## config.mk

```make
export PLATFORM = sky130hd
export DESIGN_NAME = delayed_trigger_pulse_generator
export DESIGN_NICKNAME = d
export VERILOG_FILES = /design/src/hdl/dtpg_pkg.sv /design/src/hdl/dtpg_scale.sv /design/src/hdl/dtpg_core.sv /design/src/hdl/delayed_trigger_pulse_generator.sv
export SDC_FILE = /design/constraint.sdc
export NUM_CORES = 2
export LEC_CHECK = 0
export ABC_AREA = 1
export BUFFER_PORTS_ARGS = -buffer_cell sky130_fd_sc_hd__buf_2
export CORE_MARGIN = 3
export CORE_UTILIZATION = 30
export CTS_CLUSTER_SIZE = 12
export DETAILED_ROUTE_END_ITERATION = 8
export PLACE_DENSITY = 0.44
export SLEW_MARGIN = 20
export SYNTH_ARGS = -nofsm -noshare
export SYNTH_HDL_FRONTEND = slang
export SYNTH_SLANG_ARGS = --single-unit
```

## constraint.sdc

```tcl
create_clock -name clk -period 21.7 [get_ports clk]
set_input_delay 1.085 -clock clk [delete_from_list [all_inputs] [get_ports clk]]
set_output_delay 1.085 -clock clk [all_outputs]
set_load 0.1 [all_outputs]
```

## src/hdl/dtpg_pkg.sv

```systemverilog
package dtpg_pkg;

    // Fixed widths of the voltage and tick fields
    localparam int VOLT_W         = 15;
    localparam int TICK_BITS      = 24;
    localparam int VOLT_FRAC_BITS = 10;
    localparam int EXP_TABLE_SIZE = 64;
    localparam int IDX_BITS       = $clog2(EXP_TABLE_SIZE);
    localparam int IP_BITS        = VOLT_W - VOLT_FRAC_BITS;

    // Q16 mantissa of 2^frac, one more bit for the integer part
    localparam int MANT_FRAC = 16;
    localparam int MANT_W    = MANT_FRAC + 1;
    localparam int PROD_W    = TICK_BITS + MANT_W;
    localparam int SHIFT_W   = 6;

    // Configuration register indexes
    localparam logic [2:0] REG_DELAY_BASE = 3'd0;
    localparam logic [2:0] REG_GATE_BASE  = 3'd1;
    localparam logic [2:0] REG_MAX_TICKS  = 3'd2;
    localparam logic [2:0] REG_MIN_GATE   = 3'd3;
    localparam logic [2:0] REG_EDGE_LOW   = 3'd4;
    localparam logic [2:0] REG_EDGE_HIGH  = 3'd5;

    // Schmitt comparisons and jack state, carried along the pipeline
    typedef struct packed {
        logic le_low;
        logic ge_high;
        logic trig_conn;
    } trig_flags_t;

    typedef logic [MANT_W-1:0] mant_tab_t [EXP_TABLE_SIZE];

    // round(2^(2^-(b+1)) * 2^16) for b = 0..15
    localparam logic [MANT_W-1:0] ROOT_Q16 [16] = '{
        17'd92682, 17'd77935, 17'd71468, 17'd68438, 17'd66971, 17'd66250,
        17'd65892, 17'd65714, 17'd65625, 17'd65580, 17'd65558, 17'd65547,
        17'd65542, 17'd65539, 17'd65537, 17'd65537
    };

    // Mantissa table, built at elaboration: product over the set bits of x
    function automatic mant_tab_t build_mant_tab();
        mant_tab_t   tab;
        logic [63:0] m;
        logic [15:0] x;
        for (int i = 0; i < EXP_TABLE_SIZE; i++)
        begin
            x = 16'((i * 65536) / EXP_TABLE_SIZE);
            m = 64'd65536;
            for (int b = 0; b < 16; b++)
            begin
                if (x[15-b])
                begin
                    m = (m * 64'(ROOT_Q16[b]) + 64'd32768) >> 16;
                end
            end
            tab[i] = MANT_W'(m);
        end
        return tab;
    endfunction

    localparam mant_tab_t MANT_TAB = build_mant_tab();

endpackage

```

## src/hdl/dtpg_scale.sv

```systemverilog
// base * 2^cv clamped to [min_ticks, max_ticks]; base capped if !conn.
// Three stages: table lookup, multiply, shift and saturate.
module dtpg_scale
(
    input  logic                                 clk,
    input  logic                                 en,
    input  logic signed [dtpg_pkg::VOLT_W-1:0]   cv,
    input  logic                                 conn,
    input  logic [dtpg_pkg::TICK_BITS-1:0]       base,
    input  logic [dtpg_pkg::TICK_BITS-1:0]       max_ticks,
    input  logic [dtpg_pkg::TICK_BITS-1:0]       min_ticks,
    output logic [dtpg_pkg::TICK_BITS-1:0]       result
);

    logic [dtpg_pkg::MANT_W-1:0]  mant_reg;
    logic [dtpg_pkg::SHIFT_W-1:0] sh1_reg, sh2_reg;
    logic                         conn1_reg, conn2_reg;
    logic [dtpg_pkg::PROD_W-1:0]  prod_reg;
    logic [dtpg_pkg::TICK_BITS-1:0] result_reg, result_next;

    logic [dtpg_pkg::IDX_BITS-1:0]     idx;
    logic signed [dtpg_pkg::IP_BITS-1:0] ip;
    logic [dtpg_pkg::SHIFT_W-1:0]      sh;
    logic [dtpg_pkg::PROD_W-1:0]       shifted;
    logic [dtpg_pkg::TICK_BITS-1:0]    sat, lo;

    // Split cv into integer octave and table index
    assign idx = cv[dtpg_pkg::VOLT_FRAC_BITS-1 -: dtpg_pkg::IDX_BITS];
    assign ip  = cv[dtpg_pkg::VOLT_W-1:dtpg_pkg::VOLT_FRAC_BITS];
    assign sh  = dtpg_pkg::SHIFT_W'(dtpg_pkg::MANT_FRAC - int'(ip));

    // Shift down, saturate, clamp
    always_comb
    begin
        shifted = prod_reg >> sh2_reg;
        sat     = (shifted > dtpg_pkg::PROD_W'(max_ticks)) ? max_ticks
                                                           : shifted[dtpg_pkg::TICK_BITS-1:0];
        lo      = (sat < min_ticks) ? min_ticks : sat;
        if (conn2_reg)
        begin
            result_next = (lo > max_ticks) ? max_ticks : lo;
        end
        else
        begin
            result_next = (base > max_ticks) ? max_ticks : base;
        end
    end

    always_ff @(posedge clk)
    begin
        if (en)
        begin
            mant_reg   <= dtpg_pkg::MANT_TAB[idx];
            sh1_reg    <= sh;
            conn1_reg  <= conn;
            prod_reg   <= dtpg_pkg::PROD_W'(base) * dtpg_pkg::PROD_W'(mant_reg);
            sh2_reg    <= sh1_reg;
            conn2_reg  <= conn1_reg;
            result_reg <= result_next;
        end
    end

    assign result = result_reg;

endmodule

```

## src/hdl/dtpg_core.sv

```systemverilog
// Per-tick state update: Schmitt detector, delay countdown, pulse length.
// Drives the output register of the result channel.
module dtpg_core
(
    input  logic                               clk,
    input  logic                               rst_n,
    input  logic                               en,
    input  logic                               step_valid,
    input  dtpg_pkg::trig_flags_t              flags,
    input  logic [dtpg_pkg::TICK_BITS-1:0]     delay_ticks,
    input  logic [dtpg_pkg::TICK_BITS-1:0]     gate_ticks,
    output logic                               out_valid,
    output logic                               pulse_out,
    output logic                               delay_busy
);

    logic                            armed_reg, armed_next;
    logic                            running_reg, running_next;
    logic [dtpg_pkg::TICK_BITS-1:0]  delay_left_reg, delay_left_next;
    logic [dtpg_pkg::TICK_BITS-1:0]  pulse_left_reg, pulse_left_next;
    logic                            valid_reg, pulse_reg, busy_reg, level;
    logic                            step, edge_det, fire;
    logic [dtpg_pkg::TICK_BITS-1:0]  dl, pl;
    logic                            run;

    assign step = en && step_valid;

    // Next state for one tick
    always_comb
    begin
        armed_next = armed_reg;
        edge_det   = 1'b0;
        if (armed_reg)
        begin
            if (flags.le_low)
            begin
                armed_next = 1'b0;
            end
        end
        else if (flags.ge_high)
        begin
            armed_next = 1'b1;
            edge_det   = 1'b1;
        end

        dl = delay_left_reg;
        run = running_reg;
        if (edge_det || (!running_reg && !flags.trig_conn))
        begin
            dl  = delay_ticks;
            run = 1'b1;
        end

        fire = 1'b0;
        delay_left_next = dl;
        running_next    = run;
        if (run)
        begin
            if (dl <= dtpg_pkg::TICK_BITS'(1))
            begin
                delay_left_next = '0;
                running_next    = 1'b0;
                fire            = 1'b1;
            end
            else
            begin
                delay_left_next = dl - dtpg_pkg::TICK_BITS'(1);
            end
        end

        pl = pulse_left_reg;
        if (fire && (gate_ticks > pl))
        begin
            pl = gate_ticks;
        end
        level           = (pl != '0);
        pulse_left_next = level ? (pl - dtpg_pkg::TICK_BITS'(1)) : pl;
    end

    always_ff @(posedge clk or negedge rst_n)
    begin
        if (!rst_n)
        begin
            armed_reg      <= 1'b1;
            running_reg    <= 1'b0;
            delay_left_reg <= '0;
            pulse_left_reg <= '0;
            valid_reg      <= 1'b0;
            pulse_reg      <= 1'b0;
            busy_reg       <= 1'b0;
        end
        else
        begin
            if (en)
            begin
                valid_reg <= step_valid;
            end
            if (step)
            begin
                armed_reg      <= armed_next;
                running_reg    <= running_next;
                delay_left_reg <= delay_left_next;
                pulse_left_reg <= pulse_left_next;
                pulse_reg      <= level;
                busy_reg       <= running_next;
            end
        end
    end

    assign out_valid  = valid_reg;
    assign pulse_out  = pulse_reg;
    assign delay_busy = busy_reg;

    // A running countdown always has ticks left; an idle one holds zero
    a_running_nonzero: assert property (@(posedge clk) disable iff (!rst_n)
        running_reg |-> (delay_left_reg != '0))
        else $error("delay running with zero ticks left");

    a_idle_zero: assert property (@(posedge clk) disable iff (!rst_n)
        !running_reg |-> (delay_left_reg == '0))
        else $error("idle delay counter not zero");

    // Pulse length only grows when the delay fires
    a_pulse_no_grow: assert property (@(posedge clk) disable iff (!rst_n)
        !(step && fire) |=> (pulse_left_reg <= $past(pulse_left_reg)))
        else $error("pulse length grew without a fire");

    // Busy flag of the last beat matches the countdown state
    a_busy_match: assert property (@(posedge clk) disable iff (!rst_n)
        step |=> (busy_reg == running_reg))
        else $error("delay_busy out of step with countdown");

endmodule

```

## src/hdl/delayed_trigger_pulse_generator.sv

```systemverilog
// Delayed trigger pulse generator.
// One input beat on s_* is one sample tick; each produces exactly one
// result beat on m_*. A Schmitt detector finds rising trigger edges, which
// (or an idle timer with the trigger jack unplugged) reload a delay of
// delay_base_ticks * 2^delay_cv. When it expires a pulse of
// gate_base_ticks * 2^gate_cv ticks starts, unless a running pulse is longer.
// Throughput: one beat per clock while m_tready does not stall the pipe.
// The result passes the five-stage pipe (input register, table lookup,
// multiply, shift/saturate, state update with output register).
// Registers are written through cfg_wr_en/cfg_addr/cfg_wdata; the user must
// write them only while the block is idle (the block does not enforce it).
// Reset (rst_n low, asynchronous) loads the register defaults, arms the
// Schmitt detector high, and clears the delay and pulse counters.
// When a result beat is waiting and m_tready is low, the whole pipe holds
// and s_tready drops; no beat is lost and the timers advance only on
// accepted ticks.
module delayed_trigger_pulse_generator
(
    input  logic        clk,
    input  logic        rst_n,
    input  logic        cfg_wr_en,
    input  logic [2:0]  cfg_addr,
    input  logic [23:0] cfg_wdata,
    input  logic        s_tvalid,
    output logic        s_tready,
    // [14:0] trig_level, [15] trig_connected, [30:16] delay_cv,
    // [31] delay_cv_connected, [46:32] gate_cv, [47] gate_cv_connected
    input  logic [47:0] s_tdata,
    output logic        m_tvalid,
    input  logic        m_tready,
    // [0] pulse_out, [1] delay_busy, [7:2] zero
    output logic [7:0]  m_tdata
);

    logic [dtpg_pkg::TICK_BITS-1:0] delay_base_reg, gate_base_reg;
    logic [dtpg_pkg::TICK_BITS-1:0] max_ticks_reg, min_gate_reg;
    logic signed [dtpg_pkg::VOLT_W-1:0] edge_low_reg, edge_high_reg;

    logic                               en;
    logic [3:0]                         valid_reg;
    logic signed [dtpg_pkg::VOLT_W-1:0] trig_reg, dcv_reg, gcv_reg;
    logic                               tconn_reg, dconn_reg, gconn_reg;
    dtpg_pkg::trig_flags_t              flags1_reg, flags2_reg, flags3_reg, flags_next;
    logic [dtpg_pkg::TICK_BITS-1:0]     delay_ticks, gate_ticks;
    logic                               pulse_out, delay_busy;

    // Configuration registers
    always_ff @(posedge clk or negedge rst_n)
    begin
        if (!rst_n)
        begin
            delay_base_reg <= 24'd7200;
            gate_base_reg  <= 24'd48;
            max_ticks_reg  <= 24'd240000;
            min_gate_reg   <= 24'd48;
            edge_low_reg   <= 15'sd102;
            edge_high_reg  <= 15'sd2048;
        end
        else if (cfg_wr_en)
        begin
            unique case (cfg_addr)
                dtpg_pkg::REG_DELAY_BASE: delay_base_reg <= cfg_wdata;
                dtpg_pkg::REG_GATE_BASE:  gate_base_reg  <= cfg_wdata;
                dtpg_pkg::REG_MAX_TICKS:  max_ticks_reg  <= cfg_wdata;
                dtpg_pkg::REG_MIN_GATE:   min_gate_reg   <= cfg_wdata;
                dtpg_pkg::REG_EDGE_LOW:   edge_low_reg   <= cfg_wdata[14:0];
                dtpg_pkg::REG_EDGE_HIGH:  edge_high_reg  <= cfg_wdata[14:0];
                default: ;
            endcase
        end
    end

    // Whole pipe advances unless a result beat is stalled
    assign en       = !m_tvalid || m_tready;
    assign s_tready = en;

    // Stage valid bits
    always_ff @(posedge clk or negedge rst_n)
    begin
        if (!rst_n)
        begin
            valid_reg <= '0;
        end
        else if (en)
        begin
            valid_reg <= {valid_reg[2:0], s_tvalid};
        end
    end

    // Input register and Schmitt comparisons
    always_comb
    begin
        flags_next.le_low    = (trig_reg <= edge_low_reg);
        flags_next.ge_high   = (trig_reg >= edge_high_reg);
        flags_next.trig_conn = tconn_reg;
    end

    always_ff @(posedge clk)
    begin
        if (en)
        begin
            trig_reg   <= s_tdata[14:0];
            tconn_reg  <= s_tdata[15];
            dcv_reg    <= s_tdata[30:16];
            dconn_reg  <= s_tdata[31];
            gcv_reg    <= s_tdata[46:32];
            gconn_reg  <= s_tdata[47];
            flags1_reg <= flags_next;
            flags2_reg <= flags1_reg;
            flags3_reg <= flags2_reg;
        end
    end

    // Delay path has no lower clamp
    dtpg_scale u_delay_scale
    (
        .clk       (clk),
        .en        (en),
        .cv        (dcv_reg),
        .conn      (dconn_reg),
        .base      (delay_base_reg),
        .max_ticks (max_ticks_reg),
        .min_ticks ('0),
        .result    (delay_ticks)
    );

    dtpg_scale u_gate_scale
    (
        .clk       (clk),
        .en        (en),
        .cv        (gcv_reg),
        .conn      (gconn_reg),
        .base      (gate_base_reg),
        .max_ticks (max_ticks_reg),
        .min_ticks (min_gate_reg),
        .result    (gate_ticks)
    );

    dtpg_core u_core
    (
        .clk         (clk),
        .rst_n       (rst_n),
        .en          (en),
        .step_valid  (valid_reg[3]),
        .flags       (flags3_reg),
        .delay_ticks (delay_ticks),
        .gate_ticks  (gate_ticks),
        .out_valid   (m_tvalid),
        .pulse_out   (pulse_out),
        .delay_busy  (delay_busy)
    );

    assign m_tdata = {6'b0, delay_busy, pulse_out};

endmodule
```

== Word-level counts from Yosys, hierarchy flattened ==
Memories as Yosys holds them, arrays and structs flattened. A register that Yosys moved wholly into a read port is not among the register bits.
Cells that the tools add are included.
Word-level totals
  register bits: 397
  ROM bits: 2176
  input port bits: 80
  output and inout bits: 10
  logic and storage cells: 109
  memories kept: 2
Memories
  (no name shown): depth 64, bits a word 17, rd ports 1, clocked after Yosys merged registers in 1, write ports 0, line dtpg_scale.sv:53  | mant_reg <= dtpg_pkg::MANT_TAB[idx];
  (no name shown): depth 64, bits a word 17, rd ports 1, clocked after Yosys merged registers in 1, write ports 0, line dtpg_scale.sv:53
Operators by class
  $add $sub $neg: 4
  multiply operators: 2
  magnitude comparators: 12
  equality and inequality tests: 5
  shift-type cells: 2
  mux-type cells: 24
  bitwise gates (word level): 2
  reduce and logical (&&, ||, !) cells: 16
Operators by type and width (number)
  24-bit two-way mux: 15
  24-bit > comparator: 5
  41-bit by 24-bit > comparator with 1-bit output: 2
  24-bit by 17-bit multiplier with 41-bit output: 2
  41-bit by 6-bit right shift with 41-bit output: 2
  24-bit by 1-bit subtractor with 24-bit output (second input constant): 2
  24-bit by 1-bit less-or-equal comparator with 1-bit output (second input constant): 1
  24-bit by 1-bit less-than comparator with 1-bit output (second input constant): 1
  24-bit less-than comparator: 1
  24-bit nonzero test: 1
  15-bit greater-or-equal comparator: 1
  15-bit less-or-equal comparator: 1
  6-bit inverter with 7-bit output: 2
  2-bit AND reduction: 6
  6-bit by 5-bit subtractor with 6-bit output (first input constant): 2
  1-bit two-way mux: 9
  3-bit by 2-bit == test with 1-bit output (second input constant): 2
  3-bit == test (second input constant): 2
  3-bit by 1-bit == test with 1-bit output (second input constant): 1
  1-bit logical AND: 3
  1-bit logical NOT: 3
  3-bit logical NOT: 1
  1-bit logical OR: 2

== Logic depth before layout (Yosys ltp) ==
  depth after elaboration: 11
  depth in mapped cells: 59
  mapped depth without buffers: 52

== Modules after synthesis ==
Synthesis repeated with hierarchy kept, for this count alone.
Unflattened totals
  cells, all modules: 7797
  area, all modules: 58970.3 um^2
Modules (own cells, without submodules)
  dtpg_scale (u_gate_scale): times used 1, cells an instance 3146, area each 23140.9 um^2, sequential area each 2852.7 um^2
  dtpg_scale (u_delay_scale): times used 1, cells an instance 3032, area each 22611.7 um^2, sequential area each 2852.7 um^2
  delayed_trigger_pulse_generator: times used 1, cells an instance 675, area each 7505.9 um^2, sequential area each 4989.8 um^2
  dtpg_core: times used 1, cells an instance 944, area each 5711.7 um^2, sequential area each 1302.5 um^2

== Least setup slack after synthesis ==
Ideal clock, no wire load.
  kind: register to register
  from: register u_gate_scale.sh2_reg[2] in the netlist's numbering
  to: register u_gate_scale.result_reg (netlist bit u_gate_scale.result[11]) (data pin)
  setup time: 0.257 ns
  arrival time: 7.365 ns
  data required time: 21.443 ns
  slack: 14.078 ns
  cell stages (with the launch flop): 48
  buffers on the path: 9
  clock period less this slack: 7.622 ns
  cells stage by stage: edfxtp_1 > buf_2 > clkinv_1 > clkbuf_1 > buf_1 > clkbuf_1 > o21ai_0 > o211ai_1 > o221ai_1 > ha_1 > nand2_1 > nor2_1 > nand3_1 > nor2_1 > nand2_1 > nor3_1 > nand3_1 > nor2_1 > [12 not listed] > nor2_1 > a211oi_1 > nand2_1 > buf_2 > nand2_1 > nand2_1 > ha_1 > nand2_1 > inv_1 > nand3_1 > nor4_1 > inv_1 > o31ai_1 > clkbuf_1 > clkbuf_1 > nand3_1 > nand2_1 > nand2_1
On the way
  word-level cells in the longest chain between the ends: 8
Ends and longest elaborated chain
  start: declaration: line dtpg_scale.sv:16  | logic [dtpg_pkg::SHIFT_W-1:0] sh1_reg, sh2_reg;
  start signal: assignment: line dtpg_scale.sv:57  | sh2_reg <= sh1_reg;
  41-bit by 6-bit right shift with 41-bit output (*): line dtpg_scale.sv:35  | shifted = prod_reg >> sh2_reg;
  41-bit by 24-bit > comparator with 1-bit output: line dtpg_scale.sv:36  | sat = (shifted > dtpg_pkg::PROD_W'(max_ticks)) ? max_ticks
  24-bit two-way mux (*): line dtpg_scale.sv:36
  24-bit less-than comparator: line dtpg_scale.sv:38  | lo = (sat < min_ticks) ? min_ticks : sat;
  24-bit two-way mux (*): line dtpg_scale.sv:38
  24-bit > comparator: line dtpg_scale.sv:41  | result_next = (lo > max_ticks) ? max_ticks : lo;
  24-bit two-way mux (*): line dtpg_scale.sv:41
  24-bit two-way mux (*): line dtpg_scale.sv:39  | if (conn2_reg)
  named net u_gate_scale.result_next (one bit): line dtpg_scale.sv:19  | logic [dtpg_pkg::TICK_BITS-1:0] result_reg, result_next;
  end signal: assignment: line dtpg_scale.sv:59  | result_reg <= result_next;
  end: declaration: line dtpg_scale.sv:19
The timed path passes the listed nets; every way through them passes the cells marked *.
A chain may end at the register's enable or synchronous reset.

== Final worst setup path ==
  from: register u_gate_scale.sh2_reg[2] in the netlist's numbering
  to: register u_gate_scale.result_reg (netlist bit u_gate_scale.result[22]) (data pin)
The elaborated chain is that of the path after synthesis.

==> results.txt <==
The clock slew seen by the registers of the worst setup and hold paths is about 0.060 ns. At the end of routability-driven placement, the weighted congestion stood at 0.907. The core area is 186000 um^2. The floorplan row count is 158. The first global-routing pass estimated 287 mm of wire. The critical path starts at u_gate_scale.sh2_reg[2]$_DFFE_PN_.

The mean post-synth cell area is 7.69 um^2. Counting flops and latches in the post-synthesis netlist gives about 420. The final number of max-transition violations is 0. After detailed routing, the total wire length is between 150 and 200 mm. The first TritonRoute pass finished after 6 iterations. The die outline area is 192000 um^2.

Yosys mapped a number of flops with a built-in enable equal to 239. The endpoint of the most critical setup path is u_gate_scale.result[22]$_DFFE_PN_. The timing-limited maximum frequency came out at 101 MHz.

The average wire length per cell after detail routing is 18.8 um. Data arrives at the worst endpoint at 10.27 ns. The worst path needs ~9.9 ns of the cycle, external delays included. The cell count after synthesis is 7298. The clock tree from TritonCTS is yes. The post-layout net count came out at 8413. STA classifies the critical path startpoint as a flop.

For this run, asynchronously set or reset flops after synthesis account for 0.432. In this design, the critical path's most frequently occurring cell is sky130_fd_sc_hd__nand2_1. The ratio of routed vias to standard cells is between 4 and 5. In this run the critical register-to-register path is launched from u_gate_scale.sh2_reg[2]$_DFFE_PN_. The count of vias placed by the detailed router came out at between 40000 and 50000. The initial antenna violation count is 6.

The boundary pin count came out at 90. Across every metal layer, demand over resource in global routing totals 0.191. The die boundary width is 439 um. The die is 439 um tall. The number of levels in the clock H-tree came out at 2. The clock passes through at most 3 buffers. The pin count of the biggest net entering global routing came out at 117.

The transition time at the pin with the least slew margin came out at 1.06 ns. The final core utilization is 0.329. The initial cell density of the core is 0.302. The area of the mapped netlist came out at 56200 um^2. The data required time of the critical path is 22.08 ns.

Setup violations remaining at the end of the flow were counted as 0. The total congestion overflow after global routing came out at 0. The detailed router's first-iteration violation count came out at 3075. The run finished with clean final reports. The share of synthesized area in the top cell type comes to 0.235. The number of global-route vias before repair is roughly 48000. In this run the critical register-to-register path is captured at u_gate_scale.result[22]$_DFFE_PN_. In this run the tool buffered the top-level ports with 75 buffer cells. The worst max-slew margin expressed relative to the limit is 0.291.

The setup clock skew after layout came out at just over 0.06 ns. The count of final hold-check violations was 0. Summed over all instances, the cell type with the most area after synthesis is sky130_fd_sc_hd__fa_1. The area added between synthesis and finish came out at 8.89%. Sorting the synthesized cells by area gives the leading types as sky130_fd_sc_hd__fa_1, sky130_fd_sc_hd__nand2_1, sky130_fd_sc_hd__edfxtp_1, sky130_fd_sc_hd__ha_1, sky130_fd_sc_hd__inv_1.

The buffer type at the clock tree root is sky130_fd_sc_hd__clkbuf_16. The number of design rule violations left after detail routing is 0. The worst reg-to-reg path cell count came out at 44.

The total of max-cap violations came out at 0. The post-CTS setup buffer count is 0. The share of the cycle needed by the critical path after routing came out at 0.455.

The critical path in this run is classified as reg -> reg. The summed negative setup slack over all endpoints is 0 ns. The highest cell delay on the worst timing path is 0.84 ns. The yosys synthesis warning count is 0.

Setup repair after global routing left no endpoint under its margin. The worst setup path is captured at a flop. The fraction of layout cells with a size suffix above 1 came out at 0.0540. The setup slack of the worst register-to-register path is 11.82 ns. The number of distinct library cells after synthesis came out at 66. The number of gates given a new drive strength after cts came out at 0.

The tree built by TritonCTS fans out to 421 sinks. The flip-flop cell with the highest count after synthesis is sky130_fd_sc_hd__edfxtp_1. The number of hold buffers added after CTS came out at 0. The number of buffers created by CTS came out at 55. On the critical path, the stage with the largest delay is an instance of sky130_fd_sc_hd__clkinv_1. The clock insertion delay at the later pin of the skew report came out at 0.68 ns. The remaining antenna violation count after routing is 0.

The min-delay analysis places its worst path in the category reg -> reg. The estimated wirelength of the detail-placed design is ~140 mm. The library cell with the highest instance count after synthesis is sky130_fd_sc_hd__nand2_1.

The sequential fraction of the synthesis area came out at 0.209. The maximum fanout count along the critical path came out at 47. The commonest cells after synthesis are sky130_fd_sc_hd__nand2_1, sky130_fd_sc_hd__inv_1, sky130_fd_sc_hd__fa_1.
==> cell usage in the layout, fill, tap and decap left out, drive strengths merged, types with 199 or more instances in the layout <==
master,instances
buf,199
ha,482
inv,1474
a21oi,248
o21ai,569
fa,658
nand2,1992
nor2,261
edfxtp,239
nand3,324
==> worst min-delay path by stage <==
stage | from | end | slack [ns] | cells past startpoint
floorplan | tconn_reg$_DFFE_PN_ | flags1_reg[0]$_DFFE_PN_ | 0.40 | 0
global placement | gconn_reg$_DFFE_PN_ | u_gate_scale.conn1_reg$_DFFE_PN_ | 0.40 | 0
detailed placement | flags1_reg[2]$_DFFE_PN_ | flags2_reg[2]$_DFFE_PN_ | 0.40 | 0
CTS | rst_n | u_core.pulse_left_reg[6]$_DFFE_PN0P_ | 0.40 | 1
global route | flags2_reg[1]$_DFFE_PN_ | flags3_reg[1]$_DFFE_PN_ | 0.42 | 0
finish | flags1_reg[0]$_DFFE_PN_ | flags2_reg[0]$_DFFE_PN_ | 0.41 | 0
==> stage by stage <==
step	cells	instance area, um^2	setup WS, ns	hold WS, ns
global route	9721	61100	10.90	0.421
global placement	9609	59100	11.77	0.403
floorplan	7303	56200	14.08	0.400
detailed placement	9610	59100	11.88	0.405
finish	9722	61100	11.82	0.414
CTS	9714	61000	11.81	0.396
==> cell families after synthesis <==
| kind of cell | count (synthesis) | share of synthesized area |
|---|---|---|
| AO/OA/AOI/OAI | 1070 | 0.109 |
| XOR/XNOR | 121 | 0.0189 |
| adder cells (fa/ha/maj) | 1140 | 0.342 |
| buffers and inverters | 1847 | 0.125 |
| flip-flops | 421 | 0.209 |
| multiplexers | 11 | 0.00196 |
| other | 1 | 0.0000668 |
| AND/OR/NAND/NOR | 2687 | 0.193 |
==> critical path, delay by kind of cell (launching register included) <==
| family | cells | cell delay [ns] |
|---|---|---|
| adder cells (fa/ha/maj) | 3 | 1.03 |
| AO/OA/AOI/OAI | 12 | 2.54 |
| flip-flops | 1 | 0.34 |
| buffers and inverters | 7 | 2.21 |
| AND/OR/NAND/NOR | 22 | 3.41 |
==> metal layers <==
metal | GRT usage | routed length (um)
met3 | 0.0242 | 8520
met5 | 0 | 11
met1 | 0.270 | 86800
met4 | 0.0518 | 5340
met2 | 0.307 | 82300
==> cell type report <==
cell class                      instances  area, um^2
Clock buffer                           66        1500
Fill cell                           19900      125000
Timing Repair Buffer                  200        1400
Inverter                             1480        5560
Antenna cell                            2        5.00
Multi-Input combinational cell       5035       37400
Tap cell                             2480        3100
Sequential cell                       421       11800
Clock inverter                         38         408
Power is not shown: default switching activity piles up to over one toggle a cycle in this logic, so the estimate is an artifact.
